==> src/rtl/mme_pkg.sv <==
`timescale 1ns / 1ps

package mme_pkg;

  localparam int MAX_DIM_DEF = 8;

  localparam int DIM_W  = 4;   // width of a dimension register
  localparam int IDX_W  = 3;   // width of a row or column field
  localparam int ELEM_W = 16;  // Q8.8 element
  localparam int PROD_W = 32;  // Q16.16 product of two elements
  localparam int VAL_W  = 32;  // saturated result value
  localparam int ACC_W  = 36;  // up to 16 products summed without loss

  localparam logic [1:0] REQ_LOAD_A = 2'd0;
  localparam logic [1:0] REQ_LOAD_B = 2'd1;
  localparam logic [1:0] REQ_START  = 2'd2;

  localparam logic [1:0] STATUS_PROD  = 2'd0;
  localparam logic [1:0] STATUS_EWISE = 2'd1;
  localparam logic [1:0] STATUS_ERR   = 2'd2;

  localparam logic [1:0] REG_ROWS_A = 2'd0;
  localparam logic [1:0] REG_COLS_A = 2'd1;
  localparam logic [1:0] REG_ROWS_B = 2'd2;
  localparam logic [1:0] REG_COLS_B = 2'd3;

  // Commands from the controller to the datapath
  typedef struct packed {
    logic             load_a;
    logic             load_b;
    logic             rd_en;
    logic             rd_first;
    logic             load_out;
    logic             out_err;
    logic             out_last;
    logic [IDX_W-1:0] out_row;
    logic [IDX_W-1:0] out_col;
    logic [1:0]       out_status;
  } mme_cmd_t;

  // Status from the datapath to the controller
  typedef struct packed {
    logic pipe_busy;
    logic out_free;
  } mme_stat_t;

endpackage

==> src/rtl/mme_ctrl.sv <==
`timescale 1ns / 1ps

module mme_ctrl #(
  parameter int MAX_DIM = mme_pkg::MAX_DIM_DEF,
  parameter int AW      = 6
) (
  input  logic                     clk_i,
  input  logic                     rst_ni,
  input  logic                     in_valid_i,
  output logic                     in_ready_o,
  input  logic [1:0]               req_type_i,
  input  logic [mme_pkg::IDX_W-1:0] row_i,
  input  logic [mme_pkg::IDX_W-1:0] col_i,
  input  logic [mme_pkg::DIM_W-1:0] rows_a_i,
  input  logic [mme_pkg::DIM_W-1:0] cols_a_i,
  input  logic [mme_pkg::DIM_W-1:0] rows_b_i,
  input  logic [mme_pkg::DIM_W-1:0] cols_b_i,
  input  mme_pkg::mme_stat_t       stat_i,
  output mme_pkg::mme_cmd_t        cmd_o,
  output logic [AW-1:0]            rd_addr_a_o,
  output logic [AW-1:0]            rd_addr_b_o
);
  import mme_pkg::*;

  localparam logic [1:0] ST_IDLE  = 2'd0;
  localparam logic [1:0] ST_MAC   = 2'd1;
  localparam logic [1:0] ST_DRAIN = 2'd2;
  localparam logic [1:0] ST_ERR   = 2'd3;

  logic [1:0]       state_q, state_d;
  logic [DIM_W-1:0] i_q, i_d, j_q, j_d, t_q, t_d;
  logic             prod_q, prod_d;

  logic [DIM_W-1:0] na, ma, nb, mb;
  logic [DIM_W-1:0] n_terms, n_rows, n_cols, a_col, b_row;
  logic             accept, in_range, is_last;

  function automatic logic [DIM_W-1:0] eff_dim(input logic [DIM_W-1:0] v);
    logic [DIM_W-1:0] r;
    r = v;
    if (v == '0) r = DIM_W'(1);
    else if (int'(v) > MAX_DIM) r = DIM_W'(MAX_DIM);
    return r;
  endfunction

  always_comb begin
    na = eff_dim(rows_a_i);
    ma = eff_dim(cols_a_i);
    nb = eff_dim(rows_b_i);
    mb = eff_dim(cols_b_i);
    n_terms = prod_q ? ma : DIM_W'(1);
    n_rows  = na;
    n_cols  = prod_q ? mb : ma;
    a_col   = prod_q ? t_q : j_q;
    b_row   = prod_q ? t_q : i_q;
    is_last = (i_q == n_rows - DIM_W'(1)) && (j_q == n_cols - DIM_W'(1));
  end

  assign in_ready_o  = (state_q == ST_IDLE);
  assign accept      = in_valid_i && in_ready_o;
  assign in_range    = (int'(row_i) < MAX_DIM) && (int'(col_i) < MAX_DIM);
  assign rd_addr_a_o = AW'(int'(i_q) * MAX_DIM + int'(a_col));
  assign rd_addr_b_o = AW'(int'(b_row) * MAX_DIM + int'(j_q));

  always_comb begin
    state_d = state_q;
    i_d     = i_q;
    j_d     = j_q;
    t_d     = t_q;
    prod_d  = prod_q;
    cmd_o   = '0;
    cmd_o.out_row    = i_q[IDX_W-1:0];
    cmd_o.out_col    = j_q[IDX_W-1:0];
    cmd_o.out_status = prod_q ? STATUS_PROD : STATUS_EWISE;
    cmd_o.out_last   = is_last;
    cmd_o.rd_first   = (t_q == '0);
    case (state_q)
      ST_IDLE: begin
        if (accept) begin
          cmd_o.load_a = (req_type_i == REQ_LOAD_A) && in_range;
          cmd_o.load_b = (req_type_i == REQ_LOAD_B) && in_range;
          if (req_type_i == REQ_START) begin
            i_d = '0;
            j_d = '0;
            t_d = '0;
            if (ma == nb) begin
              prod_d  = 1'b1;
              state_d = ST_MAC;
            end else if (na == nb && ma == mb) begin
              prod_d  = 1'b0;
              state_d = ST_MAC;
            end else begin
              state_d = ST_ERR;
            end
          end
        end
      end
      ST_MAC: begin
        // issue one pair of reads per term
        cmd_o.rd_en = 1'b1;
        if (t_q == n_terms - DIM_W'(1)) begin
          t_d     = '0;
          state_d = ST_DRAIN;
        end else begin
          t_d = t_q + DIM_W'(1);
        end
      end
      ST_DRAIN: begin
        if (!stat_i.pipe_busy && stat_i.out_free) begin
          cmd_o.load_out = 1'b1;
          if (is_last) begin
            state_d = ST_IDLE;
          end else begin
            state_d = ST_MAC;
            if (j_q == n_cols - DIM_W'(1)) begin
              j_d = '0;
              i_d = i_q + DIM_W'(1);
            end else begin
              j_d = j_q + DIM_W'(1);
            end
          end
        end
      end
      ST_ERR: begin
        cmd_o.out_row    = '0;
        cmd_o.out_col    = '0;
        cmd_o.out_status = STATUS_ERR;
        cmd_o.out_last   = 1'b1;
        cmd_o.out_err    = 1'b1;
        if (stat_i.out_free) begin
          cmd_o.load_out = 1'b1;
          state_d        = ST_IDLE;
        end
      end
      default: begin
        state_d = ST_IDLE;
      end
    endcase
  end

  always_ff @(posedge clk_i or negedge rst_ni) begin
    if (!rst_ni) begin
      state_q <= ST_IDLE;
      i_q     <= '0;
      j_q     <= '0;
      t_q     <= '0;
      prod_q  <= 1'b0;
    end else begin
      state_q <= state_d;
      i_q     <= i_d;
      j_q     <= j_d;
      t_q     <= t_d;
      prod_q  <= prod_d;
    end
  end

endmodule

==> src/rtl/mme_datapath.sv <==
`timescale 1ns / 1ps

module mme_datapath #(
  parameter int MAX_DIM = mme_pkg::MAX_DIM_DEF,
  parameter int AW      = 6
) (
  input  logic                             clk_i,
  input  logic                             rst_ni,
  input  mme_pkg::mme_cmd_t                cmd_i,
  output mme_pkg::mme_stat_t               stat_o,
  input  logic [mme_pkg::IDX_W-1:0]        row_i,
  input  logic [mme_pkg::IDX_W-1:0]        col_i,
  input  logic signed [mme_pkg::ELEM_W-1:0] element_i,
  input  logic [AW-1:0]                    rd_addr_a_i,
  input  logic [AW-1:0]                    rd_addr_b_i,
  output logic                             out_valid_o,
  input  logic                             out_ready_i,
  output logic signed [mme_pkg::VAL_W-1:0] out_value_o,
  output logic [mme_pkg::IDX_W-1:0]        out_row_o,
  output logic [mme_pkg::IDX_W-1:0]        out_col_o,
  output logic                             out_last_o,
  output logic [1:0]                       out_status_o,
  output logic                             out_sat_o
);
  import mme_pkg::*;

  localparam int DEPTH = MAX_DIM * MAX_DIM;

  logic signed [ELEM_W-1:0] mem_a [DEPTH];
  logic signed [ELEM_W-1:0] mem_b [DEPTH];

  logic [AW-1:0]            wr_addr;
  logic signed [ELEM_W-1:0] a_rd_q, b_rd_q;
  logic                     rd_valid_q, rd_first_q;
  logic signed [PROD_W-1:0] prod_q;
  logic                     mul_valid_q, mul_first_q;
  logic signed [ACC_W-1:0]  acc_q, acc_d;
  logic                     out_valid_q;
  logic signed [VAL_W-1:0]  value_q, sat_value;
  logic [IDX_W-1:0]         row_q, col_q;
  logic                     last_q, sat_q, ovf_pos, ovf_neg;
  logic [1:0]               status_q;

  assign wr_addr = AW'(int'(row_i) * MAX_DIM + int'(col_i));

  // stores: one write port, one registered read port each
  always_ff @(posedge clk_i) begin
    if (cmd_i.load_a) mem_a[wr_addr] <= element_i;
    if (cmd_i.load_b) mem_b[wr_addr] <= element_i;
    if (cmd_i.rd_en) begin
      a_rd_q <= mem_a[rd_addr_a_i];
      b_rd_q <= mem_b[rd_addr_b_i];
    end
    if (rd_valid_q) prod_q <= PROD_W'(a_rd_q * b_rd_q);
    if (mul_valid_q) acc_q <= acc_d;
  end

  always_comb begin
    acc_d = (mul_first_q ? ACC_W'(0) : acc_q) + ACC_W'(prod_q);
  end

  always_ff @(posedge clk_i or negedge rst_ni) begin
    if (!rst_ni) begin
      rd_valid_q  <= 1'b0;
      rd_first_q  <= 1'b0;
      mul_valid_q <= 1'b0;
      mul_first_q <= 1'b0;
    end else begin
      rd_valid_q  <= cmd_i.rd_en;
      rd_first_q  <= cmd_i.rd_first;
      mul_valid_q <= rd_valid_q;
      mul_first_q <= rd_first_q;
    end
  end

  // clip when the bits above the result's sign disagree with it
  always_comb begin
    ovf_pos = !acc_q[ACC_W-1] && (acc_q[ACC_W-2:VAL_W-1] != '0);
    ovf_neg =  acc_q[ACC_W-1] && (acc_q[ACC_W-2:VAL_W-1] != '1);
    if (ovf_pos) sat_value = {1'b0, {(VAL_W-1){1'b1}}};
    else if (ovf_neg) sat_value = {1'b1, {(VAL_W-1){1'b0}}};
    else sat_value = acc_q[VAL_W-1:0];
  end

  always_ff @(posedge clk_i or negedge rst_ni) begin
    if (!rst_ni) begin
      out_valid_q <= 1'b0;
    end else if (cmd_i.load_out) begin
      out_valid_q <= 1'b1;
    end else if (out_ready_i) begin
      out_valid_q <= 1'b0;
    end
  end

  always_ff @(posedge clk_i) begin
    if (cmd_i.load_out) begin
      value_q  <= cmd_i.out_err ? '0 : sat_value;
      sat_q    <= cmd_i.out_err ? 1'b0 : (ovf_pos || ovf_neg);
      row_q    <= cmd_i.out_row;
      col_q    <= cmd_i.out_col;
      last_q   <= cmd_i.out_last;
      status_q <= cmd_i.out_status;
    end
  end

  assign stat_o.pipe_busy = rd_valid_q || mul_valid_q;
  assign stat_o.out_free  = !out_valid_q || out_ready_i;

  assign out_valid_o  = out_valid_q;
  assign out_value_o  = value_q;
  assign out_row_o    = row_q;
  assign out_col_o    = col_q;
  assign out_last_o   = last_q;
  assign out_status_o = status_q;
  assign out_sat_o    = sat_q;

endmodule

==> src/rtl/matrix_multiply_engine_unit.sv <==
`timescale 1ns / 1ps

// Matrix multiply engine.
// Slave stream: tuser carries the request kind (load A, load B, start); tdata
// carries row, column and a signed Q8.8 element. Loads write one element of
// store A or B each and give no result; loads outside the store
// and unknown kinds are dropped.
// A start multiplies the stored matrices using the shape registers on the APB
// port: ordinary product when cols_a equals rows_b, else element-wise product
// for equal shapes, else one error result with status 2.
// Master stream: tdata carries the saturated Q16.16 value, row and column;
// tuser carries status and the clip flag; tlast marks the final result.
// Each result sums K terms, K being cols_a for a product and 1 for the
// element-wise case: one term per cycle through the single read port of each
// store and one multiply-accumulate unit, plus read, multiply and unload
// stages. No request is accepted while a start is at work; the last result
// sits in the output register while loads for the next run are accepted.
// A stalled receiver holds the output register and stalls the walk.
// Reset clears the control state and sets all shapes to 1; store contents are
// undefined until written.

module matrix_multiply_engine_unit #(
  parameter int MAX_DIM = mme_pkg::MAX_DIM_DEF
) (
  input  logic        clk_i,
  input  logic        rst_ni,
  // request stream
  input  logic        s_axis_tvalid,
  output logic        s_axis_tready,
  input  logic [23:0] s_axis_tdata,   // row_index[2:0], col_index[5:3], element[21:6]
  input  logic [1:0]  s_axis_tuser,   // req_type[1:0]
  // result stream
  output logic        m_axis_tvalid,
  input  logic        m_axis_tready,
  output logic [39:0] m_axis_tdata,   // result_value[31:0], result_row[34:32], result_col[37:35]
  output logic [2:0]  m_axis_tuser,   // status[1:0], saturated[2]
  output logic        m_axis_tlast,   // last_result
  // configuration
  input  logic        psel,
  input  logic        penable,
  input  logic        pwrite,
  input  logic [3:0]  paddr,
  input  logic [31:0] pwdata,
  output logic [31:0] prdata,
  output logic        pready
);
  import mme_pkg::*;

  // store address width, at least one bit
  localparam int AW = (MAX_DIM > 1) ? $clog2(MAX_DIM * MAX_DIM) : 1;

  logic [DIM_W-1:0] rows_a_q, cols_a_q, rows_b_q, cols_b_q;
  logic [DIM_W-1:0] rd_reg;
  logic             cfg_wr;

  mme_cmd_t  cmd;
  mme_stat_t stat;
  logic [AW-1:0] rd_addr_a, rd_addr_b;

  logic signed [VAL_W-1:0] out_value;
  logic [IDX_W-1:0]        out_row, out_col;

  // configuration registers, written in the access phase
  assign pready = 1'b1;
  assign cfg_wr = psel && penable && pwrite && pready;

  always_ff @(posedge clk_i or negedge rst_ni) begin
    if (!rst_ni) begin
      rows_a_q <= DIM_W'(1);
      cols_a_q <= DIM_W'(1);
      rows_b_q <= DIM_W'(1);
      cols_b_q <= DIM_W'(1);
    end else if (cfg_wr) begin
      case (paddr[3:2])
        REG_ROWS_A: rows_a_q <= pwdata[DIM_W-1:0];
        REG_COLS_A: cols_a_q <= pwdata[DIM_W-1:0];
        REG_ROWS_B: rows_b_q <= pwdata[DIM_W-1:0];
        REG_COLS_B: cols_b_q <= pwdata[DIM_W-1:0];
        default: begin
        end
      endcase
    end
  end

  always_comb begin
    case (paddr[3:2])
      REG_ROWS_A: rd_reg = rows_a_q;
      REG_COLS_A: rd_reg = cols_a_q;
      REG_ROWS_B: rd_reg = rows_b_q;
      REG_COLS_B: rd_reg = cols_b_q;
      default:    rd_reg = '0;
    endcase
  end

  assign prdata = {{(32-DIM_W){1'b0}}, rd_reg};

  mme_ctrl #(
    .MAX_DIM (MAX_DIM),
    .AW      (AW)
  ) u_ctrl (
    .clk_i       (clk_i),
    .rst_ni      (rst_ni),
    .in_valid_i  (s_axis_tvalid),
    .in_ready_o  (s_axis_tready),
    .req_type_i  (s_axis_tuser),
    .row_i       (s_axis_tdata[2:0]),
    .col_i       (s_axis_tdata[5:3]),
    .rows_a_i    (rows_a_q),
    .cols_a_i    (cols_a_q),
    .rows_b_i    (rows_b_q),
    .cols_b_i    (cols_b_q),
    .stat_i      (stat),
    .cmd_o       (cmd),
    .rd_addr_a_o (rd_addr_a),
    .rd_addr_b_o (rd_addr_b)
  );

  mme_datapath #(
    .MAX_DIM (MAX_DIM),
    .AW      (AW)
  ) u_datapath (
    .clk_i        (clk_i),
    .rst_ni       (rst_ni),
    .cmd_i        (cmd),
    .stat_o       (stat),
    .row_i        (s_axis_tdata[2:0]),
    .col_i        (s_axis_tdata[5:3]),
    .element_i    (s_axis_tdata[21:6]),
    .rd_addr_a_i  (rd_addr_a),
    .rd_addr_b_i  (rd_addr_b),
    .out_valid_o  (m_axis_tvalid),
    .out_ready_i  (m_axis_tready),
    .out_value_o  (out_value),
    .out_row_o    (out_row),
    .out_col_o    (out_col),
    .out_last_o   (m_axis_tlast),
    .out_status_o (m_axis_tuser[1:0]),
    .out_sat_o    (m_axis_tuser[2])
  );

  // pack the result and zero-fill to whole bytes
  assign m_axis_tdata = {2'b00, out_col, out_row, out_value};

endmodule

==> config.mk <==
export PLATFORM = sky130hd
export DESIGN_NAME = matrix_multiply_engine_unit
export DESIGN_NICKNAME = d
export VERILOG_FILES = /design/src/rtl/mme_pkg.sv /design/src/rtl/mme_ctrl.sv /design/src/rtl/mme_datapath.sv /design/src/rtl/matrix_multiply_engine_unit.sv
export SDC_FILE = /design/constraint.sdc
export NUM_CORES = 2
export LEC_CHECK = 0
export BUFFER_PORTS_ARGS = -buffer_cell sky130_fd_sc_hd__clkbuf_2
export CAP_MARGIN = 5
export CORE_ASPECT_RATIO = 1.1
export CORE_MARGIN = 1.5
export CORE_UTILIZATION = 30
export DETAILED_ROUTE_END_ITERATION = 10
export REMOVE_ABC_BUFFERS = 1
export SYNTH_ARGS = -nofsm -noshare
export SYNTH_HDL_FRONTEND = slang
export SYNTH_SLANG_ARGS = --single-unit
==> constraint.sdc <==
create_clock -name clk_i -period 7.2 [get_ports clk_i]
set_input_delay 1.44 -clock clk_i [delete_from_list [all_inputs] [get_ports clk_i]]
set_output_delay 1.44 -clock clk_i [all_outputs]
set_load 0.005 [all_outputs]
==> results.md <==
Setup path:
- The maximum cell stage delay along the critical path is 0.65 ns.
- The arrival time of data at the critical path endpoint is 7.34 ns.
- The worst-path cell with the longest stage delay is sky130_fd_sc_hd__edfxtp_1.
- The highest net fanout along the worst path is 16.
- Traced cell by cell, the critical path runs through and2_1 -> fa_1 -> inv_1 -> fa_1 -> fa_1 -> inv_1 -> fa_1 -> fa_1 -> inv_1 -> fa_1 -> inv_1 -> ha_1 -> a21o_1 -> a311o_1 -> a31oi_1 -> a21oi_1 -> a31o_2 -> o41ai_1 -> buf_4 -> o2111ai_1 -> a21oi_1 -> xnor2_1.
- The sort of element at the end of the critical path is a flop.
- STA classifies the critical path startpoint as a flop.
- The required time at the worst-slack endpoint is 7.76 ns.
- Together, buffers and inverters on the worst path number 5.
- Broken down by cell family, the worst path's largest delay share belongs to adder cells.
- The critical path is of the flop to flop type.
- The most numerous cell type found on the critical path is sky130_fd_sc_hd__fa_1.

Global route:
- The number of global-route vias before repair is 49100.
- Entering global routing, the biggest net connects 135 pins.
- The global-route wire length before repair is 335000 um.
- For this run, the total global-route usage over all layers was measured as 13.9%.
- The initial antenna violation count came to 16.
- Global routing finished with a remaining overflow of 0.

Timing:
- The number of hold-slack violations in the final timing report came to 0.
- The worst path uses 94.2% of the clock period.
- The achievable clock frequency is 147 MHz.
- The transition at the pin with the smallest max-transition slack is 1.33 ns.
- The worst slew slack as a fraction of its limit is 11.3%.
- On the final layout, the worst clock skew is 0.0710 ns.
- The count of endpoints failing setup in the final report is 0.
- The number of pins exceeding their max-slew limit in the final report came to 0.
- Setup repair after global routing left no endpoint under its margin.
- The minimum clock period after layout is 6.78 ns.

Synth:
- The area of the mapped netlist is 0.0968 mm2.
- For this run, the register share of the synthesized area comes to 68.8%.
- The register bit count reported by yosys is 2226.
- Yosys mapped a number of flops with a built-in enable equal to 2190.
- After synthesis, the share of cell area in mux cells is 16.0%.
- After synthesis, the netlist uses 59 different library cells.
- The synthesized area per cell is 19.9 um2.
- The share of synthesized cell area in and, or, nand and nor gates is 3.24%.
- The fraction of the mapped netlist area in compound gates is 1.61%.
- The synthesized netlist devotes 7.09% of its cell area to adder and majority cells.
- Among all flip-flop cells after synthesis, the most frequent one is sky130_fd_sc_hd__edfxtp_1.
- The dominant combinational cell family by area after synthesis is multiplexers.
- The proportion of register bits with asynchronous set or reset after synthesis is 1.62%.
- In the synthesized netlist, the number of instances is 4873.
- The xor and xnor fraction of the mapped netlist area is 0.850%.
- During synthesis, Yosys emitted a total of 0 warnings.

Outcome:
- The flow ran to the end, and the final reports show no timing, DRC or antenna violations.

Die:
- The floorplan has 218 rows.
- The number of top-level pins is 148.
- The core area is 0.321 mm2.
- The total die area is 0.326 mm2.
- In this run the horizontal extent of the chip is 545 um.
- The initial core utilization is 30.2%.
- In this run the vertical extent of the chip is 599 um.

Layout:
- Of the cells placed in the final design, the portion with a size suffix greater than 1 is 24.7%.
- The area of the multi-input gates is 0.0281 mm2.
- The count of nets after finishing is 5610.
- Relative to the synthesized area, the layout overhead comes to 13.8%.
- Summing all non-filler instances in the final layout gives an area of 0.110 mm2.
- The layout filler cell count is 30000.
- Cells fill 34.4% of the core in the end.
- The sequential cell area is 0.0667 mm2.

CTS:
- The maximum buffer depth of the clock tree is 4.
- CTS placed an instance of sky130_fd_sc_hd__clkbuf_16 at the clock tree root.
- The clock insertion delay at the later pin of the skew report is 0.87 ns.
- Counting every sink on the clock net gives 2226.
- TritonCTS built the clock tree.
- The post-CTS setup buffer count is 0.
- The H-tree level count is 4.
- The clock-pin slew of the registers on the worst-case setup and hold paths is 0.06 ns.
- The number of gates resized after CTS was 0.
- The number of buffers inserted during clock tree synthesis is 218.
- The total of hold buffers inserted after clock tree synthesis is 0.

Run:
- The tool flagged a number of max-cap violations equal to 0.

Place:
- The detailed placer's ending HPWL is 138000 um.
- The placer's final routability congestion estimate is 0.812.
- Once placement finished, the instance area stood at 0.103 mm2.
- Input and output buffers added on the ports amount to 84.

Drt:
- The via-per-instance ratio is 4.85.
- The total DRC errors in the routed layout is 0.
- The overall routed net length is 228000 um.
- In this run the remaining antenna-violating nets after routing total 0.
- The DRC marker count from the first detailed-route iteration is 4237.
- After detailed routing, the average wire length per cell comes to 23.7 um.
- The via count of the routed design is 46600.
- The first detailed-routing pass took 5 iterations.

Min path:
- The path type of the worst min-delay path is flop to flop.
## cell usage after synthesis (4+ instances only)
cell                       count  area [um2]
sky130_fd_sc_hd__edfxtp_1   2190       65800
sky130_fd_sc_hd__mux4_2      671       15100
sky130_fd_sc_hd__inv_1       323        1210
sky130_fd_sc_hd__fa_1        263        5270
sky130_fd_sc_hd__nor2_1      187         702
sky130_fd_sc_hd__nand2_1     160         601
sky130_fd_sc_hd__clkbuf_1    152         571
sky130_fd_sc_hd__and2_1      138         863
sky130_fd_sc_hd__ha_1        128        1600
sky130_fd_sc_hd__xnor2_1      64         561
sky130_fd_sc_hd__a21oi_1      63         315
sky130_fd_sc_hd__nor2b_1      51         319
sky130_fd_sc_hd__o21ai_0      42         210
sky130_fd_sc_hd__o21a_1       41         308
sky130_fd_sc_hd__buf_1        36         135
sky130_fd_sc_hd__buf_2        32         160
sky130_fd_sc_hd__buf_4        32         240
sky130_fd_sc_hd__dfrtp_1      32         801
sky130_fd_sc_hd__xor2_1       30         263
sky130_fd_sc_hd__a21o_1       27         203
sky130_fd_sc_hd__mux2_2       23         259
sky130_fd_sc_hd__nand3_1      21         105
sky130_fd_sc_hd__nor3_1       17        85.1
sky130_fd_sc_hd__a31oi_1      12        75.1
sky130_fd_sc_hd__nand2b_1     11        68.8
sky130_fd_sc_hd__o21bai_1     10        75.1
sky130_fd_sc_hd__and3_1        9        56.3
sky130_fd_sc_hd__mux2i_1       9        90.1
sky130_fd_sc_hd__nor4_1        9        56.3
sky130_fd_sc_hd__a211oi_1      8        60.1
sky130_fd_sc_hd__nand3b_1      7        52.6
sky130_fd_sc_hd__nand4_1       7        43.8
sky130_fd_sc_hd__or3_1         7        43.8
sky130_fd_sc_hd__a31o_2        5        43.8
sky130_fd_sc_hd__nor3b_1       5        37.5
sky130_fd_sc_hd__dfstp_2       4         105
sky130_fd_sc_hd__o211ai_1      4        30.0
sky130_fd_sc_hd__o31ai_1       4        30.0
sky130_fd_sc_hd__or3b_2        4        35.0
## worst register-to-register path, delay by kind of cell (launching register included)
kind,cells,cell delay [ns]
adder cells (fa/ha/maj),7,3.31
AO/OA/AOI/OAI,8,1.75
flip-flops,1,0.65
buffers and inverters,5,0.39
AND/OR/NAND/NOR,1,0.30
XOR/XNOR,1,0.08
## cells in the final DEF (no fill, tap or decap), types with 23 or more instances in the layout
cell type                   count
sky130_fd_sc_hd__edfxtp_1    2190
sky130_fd_sc_hd__mux4_2       671
sky130_fd_sc_hd__inv_1        323
sky130_fd_sc_hd__fa_1         263
sky130_fd_sc_hd__clkbuf_16    219
sky130_fd_sc_hd__buf_4        201
sky130_fd_sc_hd__nor2_1       163
sky130_fd_sc_hd__nand2_1      160
sky130_fd_sc_hd__and2_1       138
sky130_fd_sc_hd__ha_1         125
sky130_fd_sc_hd__clkbuf_2      68
sky130_fd_sc_hd__xnor2_1       63
sky130_fd_sc_hd__a21oi_1       62
sky130_fd_sc_hd__clkinv_1      54
sky130_fd_sc_hd__nor2b_1       49
sky130_fd_sc_hd__clkbuf_1      45
sky130_fd_sc_hd__o21ai_0       42
sky130_fd_sc_hd__o21a_1        41
sky130_fd_sc_hd__conb_1        31
sky130_fd_sc_hd__xor2_1        29
sky130_fd_sc_hd__clkinv_2      29
sky130_fd_sc_hd__dfrtp_1       29
sky130_fd_sc_hd__a21o_1        27
sky130_fd_sc_hd__nor2_2        24
sky130_fd_sc_hd__mux2_2        23
## per-stage QoR
step	TNS [ns]	instances	hold WS [ns]	worst slack (ns)
after global placement	0	9220	0.348	0.387
after detailed placement	0	9220	0.343	0.474
after floorplan	-1191.51	4650	0.331	-67.55
after global routing	0	9605	0.370	0.0171
after CTS	0	9604	0.357	0.408
final	0	9610	0.352	0.416
## final timing paths
kind / startpoint / to / slack [ns] / cells after the start
setup / recovery: u_datapath.b_rd_q[4]$_DFFE_PP_ / u_datapath.prod_q[30]$_DFFE_PP_ / 0.42 / 22
hold / removal: u_datapath.rd_first_q$_DFF_PN0_ / u_datapath.mul_first_q$_DFF_PN0_ / 0.35 / 0
setup reg to reg: u_datapath.b_rd_q[4]$_DFFE_PP_ / u_datapath.prod_q[30]$_DFFE_PP_ / 0.42 / 22
min in group asynchronous: rst_ni / rows_b_q[2]$_DFFE_PN0P_ / 0.70 / 1
max in group asynchronous: rst_ni / u_ctrl.j_q[2]$_DFFE_PN0P_ / 5.81 / 1
hold reg to reg: u_datapath.rd_first_q$_DFF_PN0_ / u_datapath.mul_first_q$_DFF_PN0_ / 0.35 / 0
## final cells by class
class / count / area share, %
Antenna cell: 6 / 0.0136
Clock buffer: 264 / 5.13
Clock inverter: 120 / 0.975
Inverter: 323 / 1.10
Multi-Input combinational cell: 2101 / 25.5
Sequential cell: 2226 / 60.5
Tap cell: 4290 / 4.87
Timing Repair Buffer: 280 / 1.88
## kinds of logic (layout without fill, tap and decap cells)
kind of cell,after synthesis,in the layout
multiplexers,703,703
AO/OA/AOI/OAI,240,240
other,2,37
AND/OR/NAND/NOR,642,642
adder cells (fa/ha/maj),391,391
XOR/XNOR,94,94
flip-flops,2226,2226
buffers and inverters,575,987
## registers in the layout, indices dropped and copies added, names as in the netlist, 2 cells and up
name / count
cols_a_q: 4
u_ctrl.t_q: 4
u_datapath.acc_q: 36
rows_b_q: 4
u_ctrl.j_q: 4
u_datapath.out_status_o: 2
u_datapath.mem_b: 1024
u_datapath.out_value_o: 32
u_datapath.out_row_o: 3
u_ctrl.i_q: 4
u_datapath.b_rd_q: 16
u_ctrl.state_q: 2
u_datapath.prod_q: 32
u_datapath.mem_a: 1024
u_datapath.a_rd_q: 16
u_datapath.out_col_o: 3
cols_b_q: 4
rows_a_q: 4
## layer usage
| metal | up-vias | routed length (um) | GRT usage [%] |
|---|---|---|---|
| met5 | - | 62 | 0 |
| met4 | 10 | 4650 | 3.22 |
| met3 | 307 | 13800 | 2.22 |
| met2 | 1399 | 115000 | 23.9 |
| met1 | 25300 | 94400 | 18.4 |
| li1 | 19600 | - | - |
Power is not shown: default switching activity piles up to over one toggle a cycle in this logic, so the estimate is an artifact.
